**src/sv/efr_pkg.sv**
```systemverilog
// Shared constants, codes and controller/datapath interface types for the frame receiver.
package efr_pkg;

    localparam int MAX_PAYLOAD_DEF = 64;

    localparam logic [7:0] ESC_XOR      = 8'h20;
    localparam logic [7:0] SUM_GOOD     = 8'hFF;
    localparam logic [7:0] START_RESET  = 8'd126;
    localparam logic [7:0] ESCAPE_RESET = 8'd125;

    // Configuration register indexes
    localparam logic CFG_START  = 1'b0;
    localparam logic CFG_ESCAPE = 1'b1;

    typedef enum logic [2:0] {
        ST_OK        = 3'd0,
        ST_BAD_START = 3'd1,
        ST_ZERO_LEN  = 3'd2,
        ST_TOO_LONG  = 3'd3,
        ST_BAD_SUM   = 3'd4
    } t_status;

    typedef enum logic [1:0] {
        EM_NONE  = 2'd0,
        EM_ERR   = 2'd1,
        EM_EMPTY = 2'd2,
        EM_PAY   = 2'd3
    } t_emit;

    typedef struct packed {
        logic    frame_open;
        logic    esc_set;
        logic    take;
        logic    len_load;
        logic    cmd_load;
        logic    pay_store;
        logic    rd_start;
        logic    rd_issue;
        logic    rd_next;
        t_emit   emit;
        t_status code;
    } t_ctl_cmd;

    typedef struct packed {
        logic is_start;
        logic is_escape;
        logic byte_zero;
        logic remain_zero;
        logic idx_full;
        logic sum_good;
        logic len_m1_zero;
        logic drain_last;
        logic out_free;
    } t_dp_status;

endpackage

```
**src/sv/efr_datapath.sv**
```systemverilog
// Datapath: config registers, unescaping, checksum, payload buffer and output register.
module efr_datapath #(
    parameter int  MAX_PAYLOAD = efr_pkg::MAX_PAYLOAD_DEF,
    localparam int CNT_W       = $clog2(MAX_PAYLOAD + 1),
    localparam int IDX_W       = (MAX_PAYLOAD > 1) ? $clog2(MAX_PAYLOAD) : 1,
    localparam int TD_W        = ((3 + 8 + CNT_W + 8) + 7) / 8 * 8
) (
    input  logic                  i_clk,
    input  logic                  i_rst_n,
    input  logic                  i_cfg_we,
    input  logic                  i_cfg_addr,
    input  logic [7:0]            i_cfg_wdata,
    input  logic [7:0]            s_tdata,
    output logic                  m_tvalid,
    input  logic                  m_tready,
    output logic [TD_W-1:0]       m_tdata,
    output logic                  m_tuser,
    output logic                  m_tlast,
    input  efr_pkg::t_ctl_cmd     i_cmd,
    output efr_pkg::t_dp_status   o_st
);

    logic [7:0]             r_start;
    logic [7:0]             r_escape;
    logic                   r_esc_pend;
    logic [7:0]             r_sum;
    logic [7:0]             r_len_m1;
    logic [7:0]             r_command;
    logic [CNT_W-1:0]       r_idx;
    logic [IDX_W-1:0]       r_rd_idx;
    logic [7:0]             r_rd_data;
    logic [7:0]             mem [MAX_PAYLOAD];

    logic                   r_m_tvalid;
    efr_pkg::t_status       r_o_status;
    logic [7:0]             r_o_cmd;
    logic [CNT_W-1:0]       r_o_count;
    logic [7:0]             r_o_byte;
    logic                   r_o_valid;
    logic                   r_o_last;

    logic [7:0]             n_byte;
    logic [7:0]             n_sum;

    assign n_byte = r_esc_pend ? (s_tdata ^ efr_pkg::ESC_XOR) : s_tdata;
    assign n_sum  = r_sum + n_byte;

    always_comb begin
        o_st.is_start    = (s_tdata == r_start);
        o_st.is_escape   = (s_tdata == r_escape);
        o_st.byte_zero   = (n_byte == 8'd0);
        o_st.remain_zero = (9'(r_idx) == 9'(r_len_m1));
        o_st.idx_full    = (r_idx == CNT_W'(MAX_PAYLOAD));
        o_st.sum_good    = (n_sum == efr_pkg::SUM_GOOD);
        o_st.len_m1_zero = (r_len_m1 == 8'd0);
        o_st.drain_last  = ((9'(r_rd_idx) + 9'd1) == 9'(r_len_m1));
        o_st.out_free    = !r_m_tvalid || m_tready;
    end

    always_ff @(posedge i_clk) begin
        if (!i_rst_n) begin
            r_start    <= efr_pkg::START_RESET;
            r_escape   <= efr_pkg::ESCAPE_RESET;
            r_esc_pend <= 1'b0;
            r_m_tvalid <= 1'b0;
        end else begin
            if (i_cfg_we) begin
                unique case (i_cfg_addr)
                    efr_pkg::CFG_START:  r_start  <= i_cfg_wdata;
                    efr_pkg::CFG_ESCAPE: r_escape <= i_cfg_wdata;
                endcase
            end
            if (i_cmd.frame_open || i_cmd.take) begin
                r_esc_pend <= 1'b0;
            end else if (i_cmd.esc_set) begin
                r_esc_pend <= 1'b1;
            end
            if (i_cmd.emit != efr_pkg::EM_NONE) begin
                r_m_tvalid <= 1'b1;
            end else if (m_tready) begin
                r_m_tvalid <= 1'b0;
            end
        end
    end

    always_ff @(posedge i_clk) begin
        if (i_cmd.frame_open) begin
            r_sum <= 8'd0;
            r_idx <= '0;
        end
        if (i_cmd.len_load) begin
            r_len_m1 <= n_byte - 8'd1;
        end
        if (i_cmd.cmd_load) begin
            r_command <= n_byte;
            r_sum     <= n_sum;
        end
        if (i_cmd.pay_store) begin
            r_sum <= n_sum;
            r_idx <= r_idx + CNT_W'(1);
        end
        if (i_cmd.rd_start) begin
            r_rd_idx <= '0;
        end else if (i_cmd.rd_next) begin
            r_rd_idx <= r_rd_idx + IDX_W'(1);
        end
        unique case (i_cmd.emit)
            efr_pkg::EM_ERR: begin
                r_o_status <= i_cmd.code;
                r_o_cmd    <= 8'd0;
                r_o_count  <= '0;
                r_o_byte   <= 8'd0;
                r_o_valid  <= 1'b0;
                r_o_last   <= 1'b1;
            end
            efr_pkg::EM_EMPTY: begin
                r_o_status <= efr_pkg::ST_OK;
                r_o_cmd    <= r_command;
                r_o_count  <= '0;
                r_o_byte   <= 8'd0;
                r_o_valid  <= 1'b0;
                r_o_last   <= 1'b1;
            end
            efr_pkg::EM_PAY: begin
                r_o_status <= efr_pkg::ST_OK;
                r_o_cmd    <= r_command;
                r_o_count  <= CNT_W'(r_len_m1);
                r_o_byte   <= r_rd_data;
                r_o_valid  <= 1'b1;
                r_o_last   <= o_st.drain_last;
            end
            default: begin
            end
        endcase
    end

    // Payload buffer: one write port, one registered read port
    always_ff @(posedge i_clk) begin
        if (i_cmd.pay_store) begin
            mem[r_idx[IDX_W-1:0]] <= n_byte;
        end
        if (i_cmd.rd_issue) begin
            r_rd_data <= mem[r_rd_idx];
        end
    end

    assign m_tvalid = r_m_tvalid;
    assign m_tdata  = TD_W'({r_o_byte, r_o_count, r_o_cmd, r_o_status});
    assign m_tuser  = r_o_valid;
    assign m_tlast  = r_o_last;

    a_no_overwrite: assert property (@(posedge i_clk) disable iff (!i_rst_n)
        (r_m_tvalid && !m_tready) |-> (i_cmd.emit == efr_pkg::EM_NONE))
        else $error("output register loaded while a transfer is pending");

    a_store_in_range: assert property (@(posedge i_clk) disable iff (!i_rst_n)
        i_cmd.pay_store |-> (r_idx < CNT_W'(MAX_PAYLOAD)))
        else $error("payload write beyond buffer");

    a_pay_count: assert property (@(posedge i_clk) disable iff (!i_rst_n)
        (r_m_tvalid && r_o_valid) |-> (r_o_count != '0 && r_o_status == efr_pkg::ST_OK))
        else $error("payload result with zero count or error status");

endmodule

```
**src/sv/efr_ctrl.sv**
```systemverilog
// Controller: frame parsing state machine and buffer drain sequencing.
module efr_ctrl (
    input  logic                  i_clk,
    input  logic                  i_rst_n,
    input  logic                  s_tvalid,
    output logic                  s_tready,
    input  efr_pkg::t_dp_status   i_st,
    output efr_pkg::t_ctl_cmd     o_cmd
);

    typedef enum logic [2:0] {
        S_WAIT,
        S_LEN,
        S_CMD,
        S_BODY,
        S_READ,
        S_SEND
    } t_state;

    t_state r_state;
    t_state n_state;
    logic   w_fire;

    assign s_tready = (r_state == S_WAIT || r_state == S_LEN || r_state == S_CMD ||
                       r_state == S_BODY) && i_st.out_free;
    assign w_fire   = s_tvalid && s_tready;

    always_comb begin
        n_state    = r_state;
        o_cmd      = '0;
        o_cmd.emit = efr_pkg::EM_NONE;
        o_cmd.code = efr_pkg::ST_OK;
        unique case (r_state)
            S_WAIT: begin
                if (w_fire && i_st.is_start) begin
                    o_cmd.frame_open = 1'b1;
                    n_state          = S_LEN;
                end
            end
            S_LEN, S_CMD, S_BODY: begin
                if (w_fire) begin
                    priority if (i_st.is_start) begin
                        o_cmd.emit = efr_pkg::EM_ERR;
                        o_cmd.code = efr_pkg::ST_BAD_START;
                        n_state    = S_WAIT;
                    end else if (i_st.is_escape) begin
                        o_cmd.esc_set = 1'b1;
                    end else begin
                        o_cmd.take = 1'b1;
                        unique case (r_state)
                            S_LEN: begin
                                if (i_st.byte_zero) begin
                                    o_cmd.emit = efr_pkg::EM_ERR;
                                    o_cmd.code = efr_pkg::ST_ZERO_LEN;
                                    n_state    = S_WAIT;
                                end else begin
                                    o_cmd.len_load = 1'b1;
                                    n_state        = S_CMD;
                                end
                            end
                            S_CMD: begin
                                o_cmd.cmd_load = 1'b1;
                                n_state        = S_BODY;
                            end
                            default: begin
                                // checksum byte when every payload byte is in
                                priority if (i_st.remain_zero) begin
                                    priority if (!i_st.sum_good) begin
                                        o_cmd.emit = efr_pkg::EM_ERR;
                                        o_cmd.code = efr_pkg::ST_BAD_SUM;
                                        n_state    = S_WAIT;
                                    end else if (i_st.len_m1_zero) begin
                                        o_cmd.emit = efr_pkg::EM_EMPTY;
                                        n_state    = S_WAIT;
                                    end else begin
                                        o_cmd.rd_start = 1'b1;
                                        n_state        = S_READ;
                                    end
                                end else if (i_st.idx_full) begin
                                    o_cmd.emit = efr_pkg::EM_ERR;
                                    o_cmd.code = efr_pkg::ST_TOO_LONG;
                                    n_state    = S_WAIT;
                                end else begin
                                    o_cmd.pay_store = 1'b1;
                                end
                            end
                        endcase
                    end
                end
            end
            S_READ: begin
                o_cmd.rd_issue = 1'b1;
                n_state        = S_SEND;
            end
            S_SEND: begin
                if (i_st.out_free) begin
                    o_cmd.emit    = efr_pkg::EM_PAY;
                    o_cmd.rd_next = 1'b1;
                    n_state       = i_st.drain_last ? S_WAIT : S_READ;
                end
            end
            default: begin
                n_state = S_WAIT;
            end
        endcase
    end

    always_ff @(posedge i_clk) begin
        if (!i_rst_n) begin
            r_state <= S_WAIT;
        end else begin
            r_state <= n_state;
        end
    end

    a_emit_free: assert property (@(posedge i_clk) disable iff (!i_rst_n)
        (o_cmd.emit != efr_pkg::EM_NONE) |-> i_st.out_free)
        else $error("result issued while output register is blocked");

    a_drain_done: assert property (@(posedge i_clk) disable iff (!i_rst_n)
        (o_cmd.emit == efr_pkg::EM_PAY && i_st.drain_last) |=> (r_state == S_WAIT))
        else $error("drain did not end after last payload byte");

endmodule

```
**src/sv/escaped_frame_receiver.sv**
```systemverilog
// Top level of the byte-stuffed frame receiver with checksum.
//
//  Channel  Dir  Signals                              Contents (low bit first)
//  s_*      in   s_tvalid/s_tready/s_tdata[7:0]       rx_byte
//  m_*      out  m_tvalid/m_tready/m_tdata/tuser/tlast status, frame_command,
//                                                     payload_count, payload_byte
//  cfg      in   i_cfg_we/i_cfg_addr/i_cfg_wdata      0 start_byte, 1 escape_byte
//
// One received byte is taken per cycle while a frame is parsed and the output is free.
// A good frame with N payload bytes drains its buffer one result at a time
// (registered buffer read, then output load); input is held off during the drain.
// Input stalls whenever the output register holds a result that is not taken.
// Reset is synchronous; no clearing pass, the buffer is only read where written.
module escaped_frame_receiver #(
    parameter int  MAX_PAYLOAD = efr_pkg::MAX_PAYLOAD_DEF,
    localparam int CNT_W       = $clog2(MAX_PAYLOAD + 1),
    localparam int TD_W        = ((3 + 8 + CNT_W + 8) + 7) / 8 * 8
) (
    input  logic            i_clk,
    input  logic            i_rst_n,
    input  logic            i_cfg_we,
    input  logic            i_cfg_addr,
    input  logic [7:0]      i_cfg_wdata,
    input  logic            s_tvalid,
    output logic            s_tready,
    input  logic [7:0]      s_tdata,   // rx_byte
    output logic            m_tvalid,
    input  logic            m_tready,
    output logic [TD_W-1:0] m_tdata,   // status, frame_command, payload_count, payload_byte
    output logic            m_tuser,   // byte_valid
    output logic            m_tlast    // last_result
);

    efr_pkg::t_ctl_cmd   w_cmd;
    efr_pkg::t_dp_status w_st;

    efr_ctrl u_ctrl (
        .i_clk    (i_clk),
        .i_rst_n  (i_rst_n),
        .s_tvalid (s_tvalid),
        .s_tready (s_tready),
        .i_st     (w_st),
        .o_cmd    (w_cmd)
    );

    efr_datapath #(
        .MAX_PAYLOAD (MAX_PAYLOAD)
    ) u_dp (
        .i_clk       (i_clk),
        .i_rst_n     (i_rst_n),
        .i_cfg_we    (i_cfg_we),
        .i_cfg_addr  (i_cfg_addr),
        .i_cfg_wdata (i_cfg_wdata),
        .s_tdata     (s_tdata),
        .m_tvalid    (m_tvalid),
        .m_tready    (m_tready),
        .m_tdata     (m_tdata),
        .m_tuser     (m_tuser),
        .m_tlast     (m_tlast),
        .i_cmd       (w_cmd),
        .o_st        (w_st)
    );

endmodule
```
**config.mk**
```make
export PLATFORM = sky130hd
export DESIGN_NAME = escaped_frame_receiver
export DESIGN_NICKNAME = d
export VERILOG_FILES = /design/src/sv/efr_pkg.sv /design/src/sv/efr_datapath.sv /design/src/sv/efr_ctrl.sv /design/src/sv/escaped_frame_receiver.sv
export SDC_FILE = /design/constraint.sdc
export NUM_CORES = 1
export LEC_CHECK = 0
export BUFFER_PORTS_ARGS = -buffer_cell sky130_fd_sc_hd__clkbuf_2
export CELL_PAD_IN_SITES_DETAIL_PLACEMENT = 0
export CELL_PAD_IN_SITES_GLOBAL_PLACEMENT = 1
export CORE_ASPECT_RATIO = 1.5
export CORE_MARGIN = 10
export CORE_UTILIZATION = 50
export DETAILED_ROUTE_END_ITERATION = 7
export PLACE_DENSITY = 0.71
export SLEW_MARGIN = 15
export SYNTH_ARGS = -nofsm -noshare
export SYNTH_HDL_FRONTEND = slang
export SYNTH_SLANG_ARGS = --single-unit
```
**constraint.sdc**
```tcl
create_clock -name i_clk -period 6.7 [get_ports i_clk]
set_input_delay 1.34 -clock i_clk [delete_from_list [all_inputs] [get_ports i_clk]]
set_output_delay 1.34 -clock i_clk [all_outputs]
set_load 0.03 [all_outputs]
```
## Word level (Yosys, flattened, before mapping)

Memory sizes are Yosys's and may differ from the RTL's. A register that Yosys moved wholly into a read port is not among the register bits.
Index checks and enable logic that the tools add are counted.

| word-level totals | value |
|---|---|
| memories kept | 1 |
| input port bits | 22 |
| word-level logic and storage cells | 130 |
| memory bits (writable) | 512 |
| register bits after elaboration | 86 |
| output and inout port bits | 36 |

| operators by class | value |
|---|---|
| reductions and logical operators | 26 |
| add/subtract/negate cells | 5 |
| eq/ne operators | 19 |
| mux-type cells | 60 |
| bitwise operators | 3 |

Memories:

| name | words | bits a word | read ports | clocked after memory_dff | wr ports | RTL line | text |
|---|---|---|---|---|---|---|---|
| u_dp.mem | 64 | 8 | 1 | 1 | 1 | efr_datapath.sv:32 | `logic [7:0] mem [MAX_PAYLOAD];` |

Operators with widths:

| kind | number |
|---|---|
| 3-bit 2-to-1 mux | 13 |
| 8-bit case mux with 2 select lines | 2 |
| 5-bit 2-to-1 mux | 5 |
| 6-bit 2-to-1 mux | 4 |
| 8-bit 2-to-1 mux | 3 |
| 1-bit 2-to-1 mux | 17 |
| 8-bit equality test | 2 |
| 8-bit logical NOT | 2 |
| 7-bit 2-to-1 mux | 2 |
| 7-bit case mux with 2 select lines | 1 |
| 3-bit case mux with 2 select lines | 2 |
| 3-bit case mux with 4 select lines | 1 |
| 5-bit case mux with 2 select lines | 1 |
| 2-bit nonzero test | 5 |
| 9-bit by 8-bit equality test with 1-bit output | 1 |
| 8-bit adder | 1 |
| 7-bit by 8-bit equality test with 1-bit output | 1 |
| 8-bit equality test (second input constant) | 1 |
| 2-bit 2-to-1 mux | 4 |
| 4-bit 2-to-1 mux | 2 |
| 2-bit OR reduction | 4 |
| 8-bit by 1-bit subtractor with 8-bit output (second input constant) | 1 |
| 6-bit by 1-bit adder with 7-bit output (second input constant) | 1 |
| 7-bit by 1-bit adder with 7-bit output (second input constant) | 1 |
| 22 further kinds | 36 |

## Longest topological paths before layout

Gate-level depths: netlist of the first run.

| logic depth | value |
|---|---|
| depth after elaboration | 14 |
| depth in mapped cells | 11 |
| gate-level depth less buffers | 9 |

## Hierarchy

A second synthesis of the first run with hierarchy kept.

| unflattened totals | value |
|---|---|
| cell total of the unflattened synthesis | 1417 |
| area total of the unflattened synthesis | 24940.2 sq um |

By module, submodules not included:

| module | times used | area an instance (sq um) | cells each | sequential area each (sq um) |
|---|---|---|---|---|
| efr_datapath | 1 | 24498.5 | 1353 | 17867.1 |
| efr_ctrl | 1 | 441.7 | 64 | 60.1 |

## Worst setup path after synthesis of the first run

No wires, ideal clock.

| path | value |
|---|---|
| path kind | input-to-reg |
| start | input s_tdata[5] |
| end | register u_dp.r_o_last (netlist: u_dp.m_tlast) (enable) |
| stages on the path | 7 |
| slack | 1.103 ns |
| arrival time | 5.227 ns |
| library setup time | 0.371 ns |
| cells stage by stage | xor2_1 > ha_1 > a31oi_1 > xnor2_1 > nand3_1 > o31ai_2 > or2_2 |

| on the way | value |
|---|---|
| cells in the longest elaborated chain, start to end | 14 |
| elaborated cells on any way between the ends | 20 |

RTL lines:

| item | RTL line | text |
|---|---|---|
| start: declaration | escaped_frame_receiver.sv:26 | `input logic [7:0] s_tdata,` |
| 1-bit NOT (no source line) | - |  |
| 6-bit 2-to-1 mux | efr_datapath.sv:45 | `assign n_byte = r_esc_pend ? (s_tdata ^ efr_pkg::ESC_XOR) : s_tdata;` |
| 8-bit adder | efr_datapath.sv:46 | `assign n_sum = r_sum + n_byte;` |
| 8-bit equality test | efr_datapath.sv:54 | `o_st.sum_good = (n_sum == efr_pkg::SUM_GOOD);` |
| 2-bit 2-to-1 mux | efr_ctrl.sv:68 | `priority if (!i_st.sum_good) begin` |
| 5-bit 2-to-1 mux | efr_ctrl.sv:67 | `priority if (i_st.remain_zero) begin` |
| 5-bit case mux with 2 select lines | efr_ctrl.sv:50 | `unique case (r_state)` |
| 5-bit 2-to-1 mux | efr_ctrl.sv:46 | `end else if (i_st.is_escape) begin` |
| 5-bit 2-to-1 mux * | efr_ctrl.sv:42 | `priority if (i_st.is_start) begin` |
| 5-bit 2-to-1 mux * | efr_ctrl.sv:41 | `if (w_fire) begin` |
| 2-bit case mux with 2 select lines * | efr_ctrl.sv:33 | `unique case (r_state)` |
| 2-bit by 1-bit equality test with 1-bit output or 2-bit equality test (tied branches) | efr_datapath.sv:107 | `unique case (i_cmd.emit)` |
| 2-bit OR reduction (no source line) | - |  |
| 2-bit nonzero test (no source line) * | - |  |
| end signal: assignment | efr_datapath.sv:130 | `r_o_last <= o_st.drain_last;` |
| end: declaration | efr_datapath.sv:40 | `logic r_o_last;` |

Every way passes the cells marked *; elsewhere a longest branch is shown, timed or not.
A chain may end at the register's enable or synchronous reset.

## Worst setup path after layout of the first run

| path | value |
|---|---|
| start | input s_tdata[1] |
| end | register u_dp.r_o_byte[1] (enable) |

| on the way | value |
|---|---|
| cells in the longest elaborated chain, start to end | 13 |
| elaborated cells on any way between the ends | 19 |

RTL lines:

| item | RTL line | text |
|---|---|---|
| 6-bit 2-to-1 mux | efr_datapath.sv:45 |  |
| 8-bit adder | efr_datapath.sv:46 |  |
| 8-bit equality test | efr_datapath.sv:54 |  |
| 2-bit 2-to-1 mux | efr_ctrl.sv:68 |  |
| 5-bit 2-to-1 mux | efr_ctrl.sv:67 |  |
| 5-bit case mux with 2 select lines | efr_ctrl.sv:50 |  |
| 5-bit 2-to-1 mux | efr_ctrl.sv:46 |  |
| 5-bit 2-to-1 mux * | efr_ctrl.sv:42 |  |
| 5-bit 2-to-1 mux * | efr_ctrl.sv:41 |  |
| 2-bit case mux with 2 select lines * | efr_ctrl.sv:33 |  |
| 2-bit by 1-bit equality test with 1-bit output or 2-bit equality test (tied branches) | efr_datapath.sv:107 |  |
| 2-bit OR reduction (no source line) | - |  |
| 2-bit nonzero test (no source line) * | - |  |
| end signal: assignment | efr_datapath.sv:128 | `r_o_byte <= r_rd_data;` |
| end: declaration | efr_datapath.sv:38 | `logic [7:0] r_o_byte;` |

Marked as above.

==> insert_results.sql, run 1 <==
INSERT INTO impl_metrics (metric_group, metric, value, unit) VALUES
('sta', 'setup_viol', '0', ''),
('placed_design', 'place.detailed.hpwl', '35300', 'microns'),
('drt', 'via_per_inst', '5.78', ''),
('floorplanning', 'die_height', '290', 'microns'),
('final_layout', 'layout.cells.most_common', 'sky130_fd_sc_hd__edfxtp_1', ''),
('worst_setup_path', 'critical_path_arrival', '4820', 'ps'),
('sta', 'timing.slew.headroom', '0.291', ''),
('clock_network', 'worst_skew_pair.late_latency', '580', 'ps'),
('worst_setup_path', 'timing.critical_path.fanout_max', '28', ''),
('yosys', 'synth.area.mux_share', '0.157', ''),
('worst_setup_path', 'worst_path_largest_cell_delay', '740', 'ps'),
('yosys', 'synth_edf_count', '579', ''),
('power_and_ir_drop', 'power_density_over_the_cells', '272', 'mW/mm^2'),
('global_route', 'grtUsageTotal', '0.184', ''),
('yosys', 'synth_seq_area_share', '0.737', ''),
('floorplanning', 'rows', '98', ''),
('worst_setup_path', 'setup.worst_path.end_class', 'register', ''),
('yosys', 'yosysUniqueCellTypes', '57', ''),
('min_path', 'worst_hold_path.num_cells', '2', ''),
('power_and_ir_drop', 'power.share.sequential', '0.565', ''),
('yosys', 'synth_top_family_by_area', 'multiplexers', ''),
('worst_setup_path', 'slowest_stage', 'sky130_fd_sc_hd__or2_2', ''),
('clock_network', 'max_h_tree_level', '2', ''),
('worst_setup_path', 'worstReg2RegEnd', 'u_dp.r_o_byte[1]', ''),
('drt', 'antenna_left', '0', ''),
('yosys', 'async_flop_share', '0', ''),
('worst_setup_path', 'cp-startpoint', 's_tdata[1]', ''),
('yosys', 'yosys_warnings', '0', ''),
('outcome', 'status', 'finished, final reports clean', ''),
('sta', 'fmax', '217', 'MHz'),
('yosys', 'post-synth-top-area-cell', 'sky130_fd_sc_hd__edfxtp_1', ''),
('yosys', 'synth-xor-area-share', '0.0205', ''),
('yosys', 'synthesized_area_fraction_occupied_by_adder_cells', '0.00699', ''),
('final_layout', 'final_cell_count_no_fill', '1972', ''),
('clock_network', 'post_cts_hold_buffer_count', '0', ''),
('yosys', 'synth_top_area_share', '0.715', ''),
('sta', 'final_max_slew_viol_count', '0', ''),
('power_and_ir_drop', 'netSwitchingFraction', '0.192', ''),
('sta', 'tns', '0', 'ps'),
('worst_setup_path', 'worst-endpoint-required', '6910', 'ps'),
('global_route', 'grt-ovfl-total', '0', ''),
('clock_network', 'clock-sinks', '606', ''),
('worst_setup_path', 'path_buf_inv', '1', ''),
('clock_network', 'post_cts.repair.setup_buffers', '0', ''),
('yosys', 'synth_compound_area_frac', '0.0110', ''),
('final_layout', 'final_nets', '1318', ''),
('floorplanning', 'pin_count', '58', ''),
('sta', 'finClkSkew', '12.2', 'ps'),
('clock_network', 'clock-root-buffer', 'sky130_fd_sc_hd__clkbuf_16', ''),
('sta', 'timing.final.crit_period', '4610', 'ps'),
('drt', 'wire_per_inst', '26.9', 'microns'),
('placed_design', 'placedCellCount', '1880', ''),
('global_route', 'grt_max_degree', '69', ''),
('min_path', 'min_delay_worst_endpoint', 'u_dp.r_start[5]', ''),
('drt', 'vias', '11397', ''),
('global_route', 'grt_most_used_layer', 'met2', ''),
('final_layout', 'layout_common_cells', 'sky130_fd_sc_hd__edfxtp_1 (579), sky130_fd_sc_hd__mux4_2 (168), sky130_fd_sc_hd__nor2_1 (94)', ''),
('worst_setup_path', 'crit_path_kind', 'input pin to register', ''),
('drt', 'drc', '0', ''),
('min_path', 'worst_hold_startpoint', 'u_dp.r_start[5]', ''),
('floorplanning', 'die_x', '200', 'microns'),
('sta', 'final-hold-violation-count', '0', ''),
('drt', 'drt-pass1-iter-count', '5', ''),
('placed_design', 'port_buffers', '51', ''),
('job', 'max_cap_violations', '0', ''),
('floorplanning', 'initial_utilization', '0.507', ''),
('worst_setup_path', 'worstReg2RegStart', 'u_dp.r_sum[0]', ''),
('placed_design', 'place.gp.congestion', '0.847', ''),
('worst_setup_path', 'cp_top_family', 'compound AO/OA/AOI/OAI gates', ''),
('drt', 'totalWireLength', '53100', 'microns'),
('power_and_ir_drop', 'pwr-share-comb', '0.017', '');
-- tightest hold or removal path, cell delays in order, from the launching register on --
cell and delay (ps):
sky130_fd_sc_hd__dfxtp_1 320, sky130_fd_sc_hd__nand2_1 50, sky130_fd_sc_hd__nand3_1 60
-- area by class of cell --
class | instances | area (sq um)
clock buffers | 59 | 1350
clock inverters | 33 | 384
flip-flops and latches | 606 | 17900
multi-input cells | 545 | 6060
inverters | 9 | 33.8
repair buffers | 70 | 410
fillers | 3619 | 21000
well taps | 650 | 813
-- power by group through the flow --
stage	combinational [W]	sequential [W]	clock, W
3_3_place_gp	0.000125	0.00423	0
2_1_floorplan	0.0000500	0.00423	0
5_1_grt	0.000138	0.00414	0.00326
4_1_cts	0.000128	0.00415	0.00311
6_report	0.000125	0.00415	0.00307
3_5_place_dp	0.000128	0.00423	0
-- per-layer routing --
metal,part of all wire,vias to the layer above
li1,-,5009
met1,0.38,5946
met2,0.53,340
met3,0.049,100
met4,0.042,2
met5,0.00085,-
-- per-stage QoR --
| stage | hold WS, ps | instance area (sq um) | worst slack, ps |
|---|---|---|---|
| after detailed placement | 473 | 25300 | 1430 |
| after global placement | 469 | 25300 | 1460 |
| final | 478 | 27000 | 2090 |
| after floorplan | 455 | 24300 | 1100 |
| after global routing | 508 | 27000 | 1810 |
| after CTS | 483 | 27000 | 2030 |
-- worst max path at each step --
| stage | endpoint | slack, ps | cells past startpoint |
|---|---|---|---|
| CTS | u_dp.r_o_byte[1] | 2030 | 9 |
| global placement | u_dp.r_o_cmd[3] | 1460 | 9 |
| global route | u_dp.r_o_byte[1] | 1810 | 9 |
| finish | u_dp.r_o_byte[1] | 2090 | 9 |
| floorplan | u_dp.m_tlast | 1100 | 7 |
| detailed placement | u_dp.r_o_cmd[5] | 1430 | 9 |
-- sequential cells by signal, summed over array words and instances (netlist names) --
signal	flops
u_dp.r_rd_data	8
u_dp.r_start	8
u_dp.r_len_m1	8
u_dp.r_o_status	3
u_dp.r_o_count	7
u_ctrl.r_state	3
u_dp.r_o_byte	8
u_dp.r_command	8
u_dp.m_tuser	1
u_dp.r_sum	8
u_dp.r_idx	7
u_dp.mem	512
u_dp.r_o_cmd	8
u_dp.r_esc_pend	1
u_dp.r_rd_idx	6
u_dp.r_escape	8
u_dp.m_tlast	1
u_dp.m_tvalid	1
-- synth_stat cells, types with 2 or more instances --
cell type and count:
sky130_fd_sc_hd__o21a_1 6, sky130_fd_sc_hd__o21ai_0 2, sky130_fd_sc_hd__clkbuf_2 4, sky130_fd_sc_hd__and3_1 2
sky130_fd_sc_hd__nor3_1 3, sky130_fd_sc_hd__o21bai_1 2, sky130_fd_sc_hd__buf_6 3, sky130_fd_sc_hd__a21boi_0 4
sky130_fd_sc_hd__o211ai_1 2, sky130_fd_sc_hd__mux4_2 168, sky130_fd_sc_hd__inv_1 9, sky130_fd_sc_hd__nor4_1 10
sky130_fd_sc_hd__ha_1 12, sky130_fd_sc_hd__buf_2 16, sky130_fd_sc_hd__edfxtp_1 579, sky130_fd_sc_hd__or3_1 6
sky130_fd_sc_hd__clkbuf_1 26, sky130_fd_sc_hd__xor2_1 32, sky130_fd_sc_hd__and2_1 26, sky130_fd_sc_hd__nand2b_1 3
sky130_fd_sc_hd__a21o_1 2, sky130_fd_sc_hd__mux2i_1 3, sky130_fd_sc_hd__or2b_1 2, sky130_fd_sc_hd__a21oi_1 5
sky130_fd_sc_hd__nand2_1 58, sky130_fd_sc_hd__nor2_1 94, sky130_fd_sc_hd__a211oi_1 2, sky130_fd_sc_hd__or2_2 3
sky130_fd_sc_hd__nor2b_1 10, sky130_fd_sc_hd__nand4b_1 2, sky130_fd_sc_hd__buf_4 7, sky130_fd_sc_hd__nor4b_1 3
sky130_fd_sc_hd__dfxtp_1 27, sky130_fd_sc_hd__or4b_4 2, sky130_fd_sc_hd__nand4_1 6, sky130_fd_sc_hd__xnor2_1 25
sky130_fd_sc_hd__o31ai_1 2, sky130_fd_sc_hd__nand3_1 25, sky130_fd_sc_hd__buf_1 15
-- cells by family after synthesis --
family | count (synthesis)
compound gates | 36
mux | 171
flops | 606
other cells | 1
simple gates | 262
xor+xnor | 57
fa+ha+maj | 13
buf+inv | 80
Note: power is estimated with default switching activity, not from simulation.
==> run 2, diff against run 1 <==
CORE_UTILIZATION = 49   (was 50)
PLACE_DENSITY = 0.73   (was 0.71)
clock period = 3.9 ns   (was 6.7 ns; I/O delays follow)
==> run 2 against run 1 <==
Clock-buffer cell count shrank 1; final cell count grew 5.6%; sequential cell count is the same; critical path depth shrank 1; largest power group unchanged.
==> insert_results.sql, run 2 (synthesized netlist as in run 1, its figures left out) <==
INSERT INTO impl_metrics (metric_group, metric, value, unit) VALUES
('placed_design', 'place.detailed.hpwl', '36900', 'microns'),
('floorplanning', 'die_height', '293', 'microns'),
('floorplanning', 'die_x', '202', 'microns'),
('global_route', 'via_count_of_the_first_global_routing_pass', '12464', ''),
('drt', 'drt-pass1-iter-count', '5', ''),
('global_route', 'grt-ovfl-total', '0', ''),
('clock_network', 'cts_buffer_depth', '3', ''),
('final_layout', 'finalCoreUtilization', '0.561', ''),
('clock_network', 'worst_skew_pair.late_latency', '600', 'ps'),
('drt', 'vias', '11773', ''),
('power_and_ir_drop', 'irDropWorstVdd', '351', 'uV'),
('final_layout', 'multiInputGateArea', '0.00606', 'sq mm'),
('worst_setup_path', 'setup.worst_path.end_class', 'register', ''),
('placed_design', 'place.gp.congestion', '0.850', ''),
('clock_network', 'clock-sinks', '606', ''),
('sta', 'timing.final.crit_period', '3160', 'ps'),
('power_and_ir_drop', 'p_leak', '8.77', 'nW'),
('power_and_ir_drop', 'power_density_over_the_cells', '450', 'mW/mm^2'),
('floorplanning', 'pin_count', '58', ''),
('final_layout', 'num_antenna_cells', '0', ''),
('drt', 'drt-initial-drc-count', '852', ''),
('final_layout', 'layout.cells.most_common', 'sky130_fd_sc_hd__edfxtp_1', ''),
('worst_setup_path', 'critical_path_arrival', '3450', 'ps'),
('final_layout', 'largest_register_ff_count', '512', ''),
('global_route', 'globalRouteMet3Util', '0.0226', ''),
('min_path', 'worst_hold_path_type', 'input pin to register', ''),
('drt', 'drc', '0', ''),
('clock_network', 'max_h_tree_level', '2', ''),
('outcome', 'status', 'finished, final reports clean', ''),
('floorplanning', 'floorplan.core_area', '0.0494', 'sq mm'),
('job', 'max_cap_violations', '0', ''),
('power_and_ir_drop', 'power.internal', '0.00999', 'W'),
('clock_network', 'post_cts_hold_buffer_count', '0', ''),
('global_route', 'grt_first_pass_wirelength', '81200', 'microns'),
('final_layout', 'drive_above_1_share', '0.304', ''),
('global_route', 'grt_most_used_layer', 'met2', ''),
('final_layout', 'final_nets', '1412', ''),
('floorplanning', 'initial_utilization', '0.492', ''),
('clock_network', 'cts_repair_resize_count', '0', ''),
('global_route', 'antenna_found_initial', '1', ''),
('global_route', 'use_met1', '0.220', ''),
('clock_network', 'cts.clk_slew.worst_paths', '60', 'ps'),
('sta', 'fmax', '316', 'MHz'),
('worst_setup_path', 'worst-endpoint-required', '4190', 'ps'),
('floorplanning', 'rows', '100', ''),
('clock_network', 'post_cts.repair.setup_buffers', '0', ''),
('sta', 'setup_viol', '0', ''),
('final_layout', 'layout_common_cells', 'sky130_fd_sc_hd__edfxtp_1 (579), sky130_fd_sc_hd__mux4_2 (168), sky130_fd_sc_hd__buf_4 (106)', ''),
('worst_setup_path', 'critical_path.startpoint_type', 'register', ''),
('sta', 'final_max_slew_viol_count', '0', ''),
('floorplanning', 'die_area', '0.0591', 'sq mm'),
('power_and_ir_drop', 'power.share.sequential', '0.571', ''),
('global_route', 'grtUsageTotal', '0.185', ''),
('worst_setup_path', 'crit_path_kind', 'register to register', ''),
('power_and_ir_drop', 'power_switching', '0.00249', 'W'),
('sta', 'timing.slew.headroom', '0.428', ''),
('power_and_ir_drop', 'power.clock.fraction', '0.411', ''),
('worst_setup_path', 'timing.critical_path.fanout_max', '8', ''),
('sta', 'worstMarginPinSlew', '855', 'ps'),
('sta', 'fin_crit_sh', '0.811', ''),
('global_route', 'grt_max_degree', '67', ''),
('final_layout', 'n_fill_cell', '3727', ''),
('placed_design', 'port_buffers', '51', ''),
('clock_network', 'tritoncts_clock_tree', 'yes', ''),
('sta', 'tns', '0', 'ps'),
('final_layout', 'seqCellArea', '0.0179', 'sq mm'),
('sta', 'final-hold-violation-count', '0', ''),
('drt', 'totalWireLength', '54400', 'microns'),
('power_and_ir_drop', 'netSwitchingFraction', '0.200', ''),
('sta', 'finClkSkew', '24.3', 'ps'),
('clock_network', 'clock-root-buffer', 'sky130_fd_sc_hd__clkbuf_16', ''),
('global_route', 'global_route.usage.met2', '0.332', ''),
('drt', 'wire_per_inst', '26.1', 'microns'),
('sta', 'unrepaired_setup_endpoints_after_global_routing', 'false', ''),
('power_and_ir_drop', 'pwr-share-comb', '0.018', ''),
('drt', 'via_per_inst', '5.65', ''),
('final_layout', 'flow.area_growth_from_synthesis', '14.0', '%'),
('drt', 'antenna_left', '0', ''),
('clock_network', 'cts-buffers-inserted', '52', '');
-- run 2: cell count changes in the layout (fill, tap and decap cells not counted), moves of 2 or more --
| cell | delta |
|---|---|
| sky130_fd_sc_hd__clkinv_8 | +4 |
| sky130_fd_sc_hd__buf_12 | +5 |
| sky130_fd_sc_hd__bufinv_16 | -3 |
| sky130_fd_sc_hd__clkinvlp_4 | -2 |
| sky130_fd_sc_hd__buf_4 | +88 |
| sky130_fd_sc_hd__clkinv_2 | +3 |
-- run 2: path summary, 6_finish.rpt --
kind,startpoint,endpoint,slack (ps),depth (start not counted)
worst max-delay path,u_dp.r_start[0],u_dp.mem[17][7],740,8
worst min-delay path,i_cfg_wdata[4],u_dp.r_start[4],430,3
worst max register to register,u_dp.r_start[0],u_dp.mem[17][7],740,8
worst min register to register,u_dp.r_escape[6],u_dp.r_escape[6],480,2
-- run 2: worst max-delay path, stage by stage (launching register included) --
cell and delay [ps]:
sky130_fd_sc_hd__dfxtp_1 470, sky130_fd_sc_hd__xor2_1 450, sky130_fd_sc_hd__nor4_1 170, sky130_fd_sc_hd__a21oi_2 220, sky130_fd_sc_hd__o21ai_2 140, sky130_fd_sc_hd__or3_1 470
sky130_fd_sc_hd__or4b_4 600, sky130_fd_sc_hd__nor2_1 150, sky130_fd_sc_hd__buf_4 200
-- run 2: power groups by stage --
stage,registers (W),clock network [W],logic (W)
detailed placement,0.00727,0,0.000228
floorplan,0.00727,0,0.0000864
finish,0.00712,0.00513,0.000224
global placement,0.00727,0,0.000220
CTS,0.00712,0.00523,0.000228
global route,0.00712,0.00547,0.000247
-- run 2: per-layer routing --
layer	vias to the layer above	wire (microns)	share of wire
met5	-	0	0
met4	0	2380	0.044
met3	100	2350	0.043
met2	315	29400	0.54
met1	6138	20200	0.37
li1	5220	-	-
-- run 2: final cells by class --
| class | instances | share of cell area |
|---|---|---|
| clock inverters | 38 | 0.0138 |
| well taps | 663 | 0.0299 |
| flip-flops and latches | 606 | 0.647 |
| multi-input cells | 545 | 0.219 |
| clock buffers | 58 | 0.0477 |
| inverters | 9 | 0.00122 |
| repair buffers | 163 | 0.0422 |
-- run 2: stage by stage --
stage                     std cells  power (W)  area, sq um  hold slack (ps)  worst slack [ps]
after CTS                      2082     0.0126        27700              407               669
after global placement         1986    0.00749        26000              472               287
after floorplan                1231    0.00735        24400              455               161
after global routing           2082     0.0128        27700              427               612
after detailed placement       1986    0.00749        26000              478               258
final                          2082     0.0125        27700              431               737
